--- src/hdl/alu_ps_pkg.sv ---
// ----------------------------------------------------------------------------
// alu_ps_pkg
// Shared types and codes for the arithmetic unit with prime search.
// ----------------------------------------------------------------------------
package alu_ps_pkg;

  // Operation codes (ASCII)
  localparam logic [7:0] OP_ADD   = 8'h2B;  // '+'
  localparam logic [7:0] OP_SUB   = 8'h2D;  // '-'
  localparam logic [7:0] OP_MUL   = 8'h2A;  // '*'
  localparam logic [7:0] OP_DIV   = 8'h2F;  // '/'
  localparam logic [7:0] OP_PRIME = 8'h70;  // 'p'

  // Status codes
  localparam logic [1:0] ST_OK       = 2'd0;
  localparam logic [1:0] ST_DIV_ZERO = 2'd1;
  localparam logic [1:0] ST_DIV_OVF  = 2'd2;
  localparam logic [1:0] ST_PRIME_ERR = 2'd3;

  localparam logic [31:0] MAX_S32 = 32'h7FFF_FFFF;
  localparam logic [31:0] MIN_S32 = 32'h8000_0000;

  typedef struct packed {
    logic [7:0]         operation;
    logic signed [31:0] operand_b;
    logic signed [15:0] operand_c;
  } in_item_t;

  typedef struct packed {
    logic signed [31:0] answer;
    logic [1:0]         status;
  } out_item_t;

  // Request to and response from the shared divider
  typedef struct packed {
    logic        start;
    logic [31:0] dividend;
    logic [31:0] divisor;
  } div_req_t;

  typedef struct packed {
    logic        done;
    logic [31:0] quot;
    logic [31:0] rem;
  } div_rsp_t;

  typedef enum logic [2:0] {
    S_IDLE,
    S_EXEC,
    S_DIV,
    S_PNEXT,
    S_PTEST,
    S_PCHK,
    S_PDIV,
    S_DONE
  } state_e;

endpackage

--- src/hdl/alu_ps_div.sv ---
// ----------------------------------------------------------------------------
// alu_ps_div
// Unsigned 32 by 32 restoring divider, one quotient bit per cycle.
// ----------------------------------------------------------------------------
module alu_ps_div
  import alu_ps_pkg::*;
(
  input  logic     clk_i,
  input  logic     rst_ni,
  input  div_req_t req_i,
  output div_rsp_t rsp_o
);

  logic        busy_q, busy_d;
  logic        done_q, done_d;
  logic [4:0]  cnt_q, cnt_d;
  logic [31:0] rem_q, rem_d;
  logic [31:0] quo_q, quo_d;
  logic [31:0] dvs_q, dvs_d;

  logic [32:0] shifted;
  logic [32:0] diff;

  assign shifted = {rem_q, quo_q[31]};
  assign diff    = shifted - {1'b0, dvs_q};

  always_comb begin
    busy_d = busy_q;
    done_d = 1'b0;
    cnt_d  = cnt_q;
    rem_d  = rem_q;
    quo_d  = quo_q;
    dvs_d  = dvs_q;
    if (busy_q) begin
      // restore when the trial subtraction goes negative
      if (!diff[32]) begin
        rem_d = diff[31:0];
        quo_d = {quo_q[30:0], 1'b1};
      end else begin
        rem_d = shifted[31:0];
        quo_d = {quo_q[30:0], 1'b0};
      end
      cnt_d = cnt_q + 5'd1;
      if (cnt_q == 5'd31) begin
        busy_d = 1'b0;
        done_d = 1'b1;
      end
    end else if (req_i.start) begin
      busy_d = 1'b1;
      cnt_d  = 5'd0;
      rem_d  = '0;
      quo_d  = req_i.dividend;
      dvs_d  = req_i.divisor;
    end
  end

  always_ff @(posedge clk_i or negedge rst_ni) begin
    if (!rst_ni) begin
      busy_q <= 1'b0;
      done_q <= 1'b0;
      cnt_q  <= '0;
    end else begin
      busy_q <= busy_d;
      done_q <= done_d;
      cnt_q  <= cnt_d;
    end
  end

  always_ff @(posedge clk_i) begin
    rem_q <= rem_d;
    quo_q <= quo_d;
    dvs_q <= dvs_d;
  end

  assign rsp_o.done = done_q;
  assign rsp_o.quot = quo_q;
  assign rsp_o.rem  = rem_q;

endmodule

--- src/hdl/alu_with_prime_search_core.sv ---
// ----------------------------------------------------------------------------
// alu_with_prime_search_core
// Arithmetic unit (add, subtract, multiply, divide) with a prime search,
// run by a small sequencer around one shared iterative divider.
// ----------------------------------------------------------------------------
// Usage:
//   Input channel in_valid_i / in_ready_o carries one item: an ASCII
//   operation byte and two signed operands. Output channel out_valid_o /
//   out_ready_i returns exactly one item per input item: answer and status.
//   The block works on one item at a time; in_ready_o is high only while
//   the sequencer is idle.
//   Add, subtract, multiply and unknown codes are computed in the execute
//   state and written to the output register from the done state, after
//   which the next item can be taken; divide waits for the shared divider,
//   which produces one quotient bit per cycle. The prime search runs trial
//   divisions on odd divisors up to the square root of each candidate,
//   each on the same divider, so its duration depends on the data (an even
//   candidate is passed over without a division, and a prime near the top
//   of the signed range needs the most divisions).
//   Reset clears the sequencer, the divider control and the output valid;
//   no item is held over.
//   A stalled receiver keeps the finished item in the output register; the
//   block takes a new item meanwhile and parks its result until the output
//   register is free.
// ----------------------------------------------------------------------------
module alu_with_prime_search_core
  import alu_ps_pkg::*;
(
  input  logic      clk_i,
  input  logic      rst_ni,
  input  logic      in_valid_i,
  output logic      in_ready_o,
  input  in_item_t  in_item_i,
  output logic      out_valid_o,
  input  logic      out_ready_i,
  output out_item_t out_item_o
);

  state_e state_q, state_d;

  // latched item
  logic [7:0]  op_q, op_d;
  logic [31:0] b_q, b_d;
  logic [31:0] c_q, c_d;         // second operand, sign-extended

  // result under construction
  logic [31:0] res_q, res_d;
  logic [1:0]  stat_q, stat_d;

  // prime search state
  logic [31:0] num_q, num_d;     // current candidate
  logic [14:0] cnt_q, cnt_d;     // primes still to find
  logic [15:0] dv_q, dv_d;       // trial divisor
  logic [31:0] sq_q, sq_d;       // trial divisor squared

  // output register
  out_item_t   out_q, out_d;
  logic        out_valid_q, out_valid_d;

  div_req_t    div_req;
  div_rsp_t    div_rsp;

  logic        in_fire;
  logic        out_free;
  logic        b_neg, c_neg;
  logic [31:0] b_mag, c_mag;
  logic [31:0] add_res, sub_res, mul_res;
  logic        c_zero, div_ovf;
  logic        cand_is_two, cand_even, sq_above;
  logic        last_prime;

  assign in_ready_o = (state_q == S_IDLE);
  assign in_fire    = in_valid_i && in_ready_o;
  assign out_free   = !out_valid_q || out_ready_i;

  assign b_neg   = b_q[31];
  assign c_neg   = c_q[31];
  assign b_mag   = b_neg ? (32'd0 - b_q) : b_q;
  assign c_mag   = c_neg ? (32'd0 - c_q) : c_q;
  assign add_res = b_q + c_q;
  assign sub_res = b_q - c_q;
  assign mul_res = b_q * c_q;
  assign c_zero  = (c_q == 32'd0);
  assign div_ovf = (b_q == MIN_S32) && (c_q == 32'hFFFF_FFFF);

  assign cand_is_two = (num_q == 32'd2);
  assign cand_even   = !num_q[0];
  assign sq_above    = (sq_q > num_q);
  assign last_prime  = (cnt_q == 15'd1);

  alu_ps_div u_div (
    .clk_i  (clk_i),
    .rst_ni (rst_ni),
    .req_i  (div_req),
    .rsp_o  (div_rsp)
  );

  // Next state
  always_comb begin
    state_d = state_q;
    unique case (state_q)
      S_IDLE: begin
        if (in_fire) state_d = S_EXEC;
      end
      S_EXEC: begin
        unique case (op_q)
          OP_DIV: state_d = (c_zero || div_ovf) ? S_DONE : S_DIV;
          OP_PRIME: state_d = (c_neg || c_zero) ? S_DONE : S_PNEXT;
          default: state_d = S_DONE;
        endcase
      end
      S_DIV: begin
        if (div_rsp.done) state_d = S_DONE;
      end
      S_PNEXT: begin
        state_d = (num_q == MAX_S32) ? S_DONE : S_PTEST;
      end
      S_PTEST: begin
        if (cand_is_two) begin
          state_d = last_prime ? S_DONE : S_PNEXT;
        end else if (cand_even) begin
          state_d = S_PNEXT;
        end else begin
          state_d = S_PCHK;
        end
      end
      S_PCHK: begin
        if (sq_above) begin
          state_d = last_prime ? S_DONE : S_PNEXT;
        end else begin
          state_d = S_PDIV;
        end
      end
      S_PDIV: begin
        if (div_rsp.done) begin
          state_d = (div_rsp.rem == 32'd0) ? S_PNEXT : S_PCHK;
        end
      end
      S_DONE: begin
        if (out_free) state_d = S_IDLE;
      end
      default: state_d = S_IDLE;
    endcase
  end

  // Datapath and outputs
  always_comb begin
    op_d        = op_q;
    b_d         = b_q;
    c_d         = c_q;
    res_d       = res_q;
    stat_d      = stat_q;
    num_d       = num_q;
    cnt_d       = cnt_q;
    dv_d        = dv_q;
    sq_d        = sq_q;
    out_d       = out_q;
    out_valid_d = out_valid_q;
    div_req     = '0;

    // drop the output item once taken
    if (out_valid_q && out_ready_i) out_valid_d = 1'b0;

    unique case (state_q)
      S_IDLE: begin
        if (in_fire) begin
          op_d = in_item_i.operation;
          b_d  = in_item_i.operand_b;
          c_d  = {{16{in_item_i.operand_c[15]}}, in_item_i.operand_c};
        end
      end
      S_EXEC: begin
        stat_d = ST_OK;
        unique case (op_q)
          OP_ADD: res_d = add_res;
          OP_SUB: res_d = sub_res;
          OP_MUL: res_d = mul_res;
          OP_DIV: begin
            res_d = 32'd0;
            if (c_zero) begin
              stat_d = ST_DIV_ZERO;
            end else if (div_ovf) begin
              res_d  = MIN_S32;
              stat_d = ST_DIV_OVF;
            end else begin
              div_req.start    = 1'b1;
              div_req.dividend = b_mag;
              div_req.divisor  = c_mag;
            end
          end
          OP_PRIME: begin
            res_d = b_q;
            if (c_neg) stat_d = ST_PRIME_ERR;
            // values below 2 are never prime: start the search from 1
            num_d = (b_neg || b_q == 32'd0) ? 32'd1 : b_q;
            cnt_d = c_q[14:0];
          end
          default: res_d = 32'd0;
        endcase
      end
      S_DIV: begin
        if (div_rsp.done) begin
          res_d = (b_neg != c_neg) ? (32'd0 - div_rsp.quot) : div_rsp.quot;
        end
      end
      S_PNEXT: begin
        if (num_q == MAX_S32) begin
          stat_d = ST_PRIME_ERR;
          res_d  = b_q;
        end else begin
          num_d = num_q + 32'd1;
        end
      end
      S_PTEST: begin
        if (cand_is_two) begin
          cnt_d = cnt_q - 15'd1;
          if (last_prime) res_d = num_q;
        end else begin
          dv_d = 16'd3;
          sq_d = 32'd9;
        end
      end
      S_PCHK: begin
        if (sq_above) begin
          cnt_d = cnt_q - 15'd1;
          if (last_prime) res_d = num_q;
        end else begin
          div_req.start    = 1'b1;
          div_req.dividend = num_q;
          div_req.divisor  = {16'd0, dv_q};
        end
      end
      S_PDIV: begin
        if (div_rsp.done && div_rsp.rem != 32'd0) begin
          // (d+2)^2 = d^2 + 4d + 4
          dv_d = dv_q + 16'd2;
          sq_d = sq_q + {14'd0, dv_q, 2'b00} + 32'd4;
        end
      end
      S_DONE: begin
        if (out_free) begin
          out_d.answer = res_q;
          out_d.status = stat_q;
          out_valid_d  = 1'b1;
        end
      end
      default: ;
    endcase
  end

  always_ff @(posedge clk_i or negedge rst_ni) begin
    if (!rst_ni) begin
      state_q     <= S_IDLE;
      out_valid_q <= 1'b0;
    end else begin
      state_q     <= state_d;
      out_valid_q <= out_valid_d;
    end
  end

  always_ff @(posedge clk_i) begin
    op_q   <= op_d;
    b_q    <= b_d;
    c_q    <= c_d;
    res_q  <= res_d;
    stat_q <= stat_d;
    num_q  <= num_d;
    cnt_q  <= cnt_d;
    dv_q   <= dv_d;
    sq_q   <= sq_d;
    out_q  <= out_d;
  end

  assign out_valid_o = out_valid_q;
  assign out_item_o  = out_q;

endmodule

--- config.mk ---
export PLATFORM = sky130hd
export DESIGN_NAME = alu_with_prime_search_core
export DESIGN_NICKNAME = d
export VERILOG_FILES = /design/src/hdl/alu_ps_pkg.sv /design/src/hdl/alu_ps_div.sv /design/src/hdl/alu_with_prime_search_core.sv
export SDC_FILE = /design/constraint.sdc
export NUM_CORES = 2
export LEC_CHECK = 0
export ABC_AREA = 0
export BUFFER_PORTS_ARGS = -buffer_cell sky130_fd_sc_hd__buf_2
export CORE_MARGIN = 2
export CORE_UTILIZATION = 29
export DETAILED_ROUTE_END_ITERATION = 10
export PLACE_DENSITY = 0.46
export SLEW_MARGIN = 20
export SYNTH_ARGS = -nofsm -noshare
export SYNTH_HDL_FRONTEND = slang
export SYNTH_SLANG_ARGS = --single-unit
--- constraint.sdc ---
create_clock -name clk_i -period 9 [get_ports clk_i]
set_input_delay 0.9 -clock clk_i [delete_from_list [all_inputs] [get_ports clk_i]]
set_output_delay 0.9 -clock clk_i [all_outputs]
set_load 0.1 [all_outputs]
==> out/summary.md <==
The storage element area came out at 9170 um^2. Once the clock tree was built, the resizer swapped 0 gates to a different size. Counting flops with a built-in enable in the synthesized netlist gives 296.

The reg-to-reg critical path startpoint is c_q[1]. The run gives 1.17 ns as the worst-case register-to-register setup slack. The path type of the worst setup path was reg2reg.

Setup total negative slack on the finished layout was measured at 0 ns. The tools report the synthesized cell area as 33500 um^2. The repair_antennas step left the layout with diodes totalling 0. The dominant cell type by area after synthesis is sky130_fd_sc_hd__edfxtp_1. Starting density of the core: 0.293. The net count of the finished layout is 4287. Across the routed clock network, the largest skew measured is 0.0537 ns.

Input and output buffers added on the ports amount to 95. 96 I/O pins were placed. For the pin with the worst max-slew slack, the measured transition is 1.08 ns. Number of global-route vias before repair: 26700. The logs give 0.276 for the relative slew slack and 57 for the maximum number of pins on one net before global-route repair. STA puts the critical path data required time at 9.33 ns.

Measured along the x axis, the die boundary spans 344 um. The count of warnings emitted by yosys came out at 0. The multi-input combinational cells in the finished layout cover a total of 21700 um^2. The H-tree depth reported by CTS is 2. The tool flagged a number of max-cap violations equal to 0. The flow ran to the end, and the final reports show no timing, DRC or antenna violations.

Endpoint of the lowest-slack register-to-register path: res_q[28]. For the worst flop-to-flop path, the logic depth is 21. Setup violations remaining at the end of the flow were counted as 0.

Share of synthesized registers carrying an async set or reset: 0.0358. The worst setup path is launched from a flip-flop. The DRC violation total after the first TritonRoute iteration came out at 2288. The post-route DRC violation count is 0. The logs give 0.918 for the final weighted congestion in routability-driven placement and 4266 for the net count after synthesis. At the worst endpoint, the arrival time is 8.17 ns. The relative area change from synthesis to final layout came out at 11.1%. Number of storage elements in the synthesis netlist: 307. In the post-synthesis netlist, the biggest area contributors are sky130_fd_sc_hd__edfxtp_1 27%, sky130_fd_sc_hd__fa_1 18%, sky130_fd_sc_hd__ha_1 8.7%.

The share of the clock period used by the worst path is 0.871. After technology mapping, the gate count stands at 3667. The flip-flop cell with the highest count after synthesis was sky130_fd_sc_hd__edfxtp_1. The share of post-route cells with drive strength above 1 is 0.0804. After legalization and detailed placement, the total HPWL measured 88.5 mm.

The proportion of netlist area held by the largest area contributor came out at 0.265. The first global-routing pass estimated 178 mm of wire. The routed layout has 27000 vias. Setup repair after global routing left no endpoint under its margin. After clock tree synthesis, the clock-pin slew on the worst setup and hold paths is 0.07 ns. The total overflow left after global routing is 0. Number of vias per cell: 5.15.

The number of buffers between clock root and the deepest sink is 3, and the full die area is 118000 um^2. In this run the worst hold path is classified as in2async. The filler cell count is 12000.

STA classifies the critical path endpoint as a flip-flop. The minimum clock period after layout was 7.83 ns. The proportion of synthesized chip area in sequential cells was 0.274. In this run, post-CTS hold repair placed 0 buffers. Post-CTS setup-driven buffer insertion count: 0. In the final routed layout, each cell accounts on average for 22.7 um. The floorplan has 124 rows. The aggregate global-route resource usage was 0.201; the total wirelength of the detailed-routed design was 119 mm. The mean area per synthesized cell was 9.13 um^2.

Clock tree synthesis selected as its root buffer the cell sky130_fd_sc_hd__clkbuf_16. TritonCTS built the clock tree. Yosys mapped the design onto 85 distinct sky130hd cell types. In this run the vertical extent of the chip is 344 um. In this run the remaining antenna-violating nets after routing total 0.

Counting every sink on the clock net gives 307. The tools report the core area as 114000 um^2. In this run the worst path has a maximum fanout of 20.

The number of clock buffers added by TritonCTS is 45. For this run, the top clock speed supported by timing is 128 MHz. The logs give 0 for the number of hold violations in the final report and 9 for the number of search-and-repair iterations in the first detailed-routing pass.

Max-slew violation count: 0. The logs give 0.65 ns for the clock insertion delay at the later pin of the skew report and 13 for the number of antenna violations at the first check in global routing.
cells in the mapped netlist, drive strengths merged (12+ instances only):
library cell,instances
or4,15
nor3,41
and3,25
xor2,112
a22oi,15
nor2b,19
buf,35
a31oi,15
o21a,46
a21oi,134
a22o,40
o21bai,13
nor2,161
nor4,29
a222oi,23
nand2b,17
o31ai,31
fa,307
nand4,29
and2,171
nand3,81
o211ai,20
clkbuf,169
a211oi,20
inv,510
nand2,450
a221oi,15
or3,37
o21ai,239
ha,232
a21o,49
edfxtp,296
mux2i,12
xnor2,139
state kept, by name, indices dropped and copies added, names as in the netlist, 3 cells and up:
signal	flops
u_div.cnt_q	5
dv_q	15
cnt_q	15
res_q	32
state_q	3
op_q	8
b_q	32
c_q	16
out_item_o	34
u_div.rem_q	32
u_div.quo_q	32
u_div.dvs_q	17
num_q	32
sq_q	29
logic make-up after synthesis:
kind of cell               count (synthesis)  share of synthesized area
and+or+nand+nor                         1104                      0.160
buffers and inverters                    714                     0.0814
muxes                                     14                    0.00426
AOI/OAI and AO/OA                        738                      0.144
adders and majority gates                539                      0.270
DFF                                      307                      0.274
xor gates and xnor gates                 251                     0.0657
final cells by class:
| cell class | instances | share of cell area |
|---|---|---|
| Multi-Input combinational cell | 2646 | 0.582 |
| Sequential cell | 307 | 0.246 |
| Inverter | 510 | 0.0515 |
| Tap cell | 1512 | 0.0508 |
| Clock buffer | 54 | 0.0317 |
| Timing Repair Buffer | 178 | 0.0301 |
| Clock inverter | 26 | 0.00713 |
placed cells by master, fill, tap and decap left out, types with 49 or more instances in the layout:
master                     count
sky130_fd_sc_hd__inv_1       509
sky130_fd_sc_hd__nand2_1     450
sky130_fd_sc_hd__fa_1        307
sky130_fd_sc_hd__edfxtp_1    296
sky130_fd_sc_hd__ha_1        232
sky130_fd_sc_hd__o21ai_0     230
sky130_fd_sc_hd__and2_1      170
sky130_fd_sc_hd__nor2_1      158
sky130_fd_sc_hd__xnor2_1     139
sky130_fd_sc_hd__a21oi_1     133
sky130_fd_sc_hd__xor2_1      112
sky130_fd_sc_hd__buf_2        95
sky130_fd_sc_hd__buf_4        82
sky130_fd_sc_hd__nand3_1      79
sky130_fd_sc_hd__a21o_1       49
worst max-delay path by stage:
stage / startpoint / end / slack [ns] / cells past startpoint
floorplan: c_q[7] / res_q[28] / 2.31 / 25
global placement: c_q[3] / res_q[19] / 1.37 / 21
detailed placement: c_q[1] / res_q[28] / 1.36 / 21
CTS: c_q[1] / res_q[28] / 1.31 / 21
global route: c_q[1] / res_q[28] / 0.75 / 21
finish: c_q[1] / res_q[28] / 1.17 / 21
critical path, stage by stage (launching register included):
cell and delay, ns:
sky130_fd_sc_hd__edfxtp_1 1.05, sky130_fd_sc_hd__nand2_1 0.16, sky130_fd_sc_hd__fa_1 0.54, sky130_fd_sc_hd__fa_1 0.44
sky130_fd_sc_hd__fa_1 0.50, sky130_fd_sc_hd__fa_1 0.49, sky130_fd_sc_hd__inv_1 0.06, sky130_fd_sc_hd__fa_1 0.54
sky130_fd_sc_hd__inv_1 0.06, sky130_fd_sc_hd__fa_1 0.54, sky130_fd_sc_hd__inv_1 0.04, sky130_fd_sc_hd__ha_1 0.35
sky130_fd_sc_hd__o211ai_1 0.14, sky130_fd_sc_hd__a21oi_1 0.16, sky130_fd_sc_hd__a31oi_1 0.21, sky130_fd_sc_hd__o32ai_1 0.93
sky130_fd_sc_hd__a41oi_1 0.28, sky130_fd_sc_hd__nor3b_1 0.42, sky130_fd_sc_hd__a21bo_2 0.21, sky130_fd_sc_hd__xor2_1 0.07
sky130_fd_sc_hd__a222oi_1 0.20, sky130_fd_sc_hd__o21ai_0 0.12
metrics by stage:
| step | instances | setup slack [ns] | hold slack [ns] | cell area (um^2) | util |
|---|---|---|---|---|---|
| after floorplan | 3667 | 2.31 | 0.400 | 33500 | - |
| after global placement | 5152 | 1.37 | 0.405 | 35700 | 0.313 |
| after detailed placement | 5152 | 1.36 | 0.405 | 35700 | 0.313 |
| after CTS | 5232 | 1.31 | 0.107 | 37200 | 0.325 |
| after global routing | 5233 | 0.753 | 0.140 | 37200 | 0.325 |
| final | 5233 | 1.17 | 0.141 | 37200 | 0.325 |
layer usage:
| metal | routed length (um) | global-route usage |
|---|---|---|
| met1 | 54600 | 0.289 |
| met2 | 53400 | 0.318 |
| met3 | 7510 | 0.0235 |
| met4 | 3030 | 0.0529 |
| met5 | 13 | 0 |
Power is not shown: default switching activity piles up to over one toggle a cycle in this logic, so the estimate is an artifact.
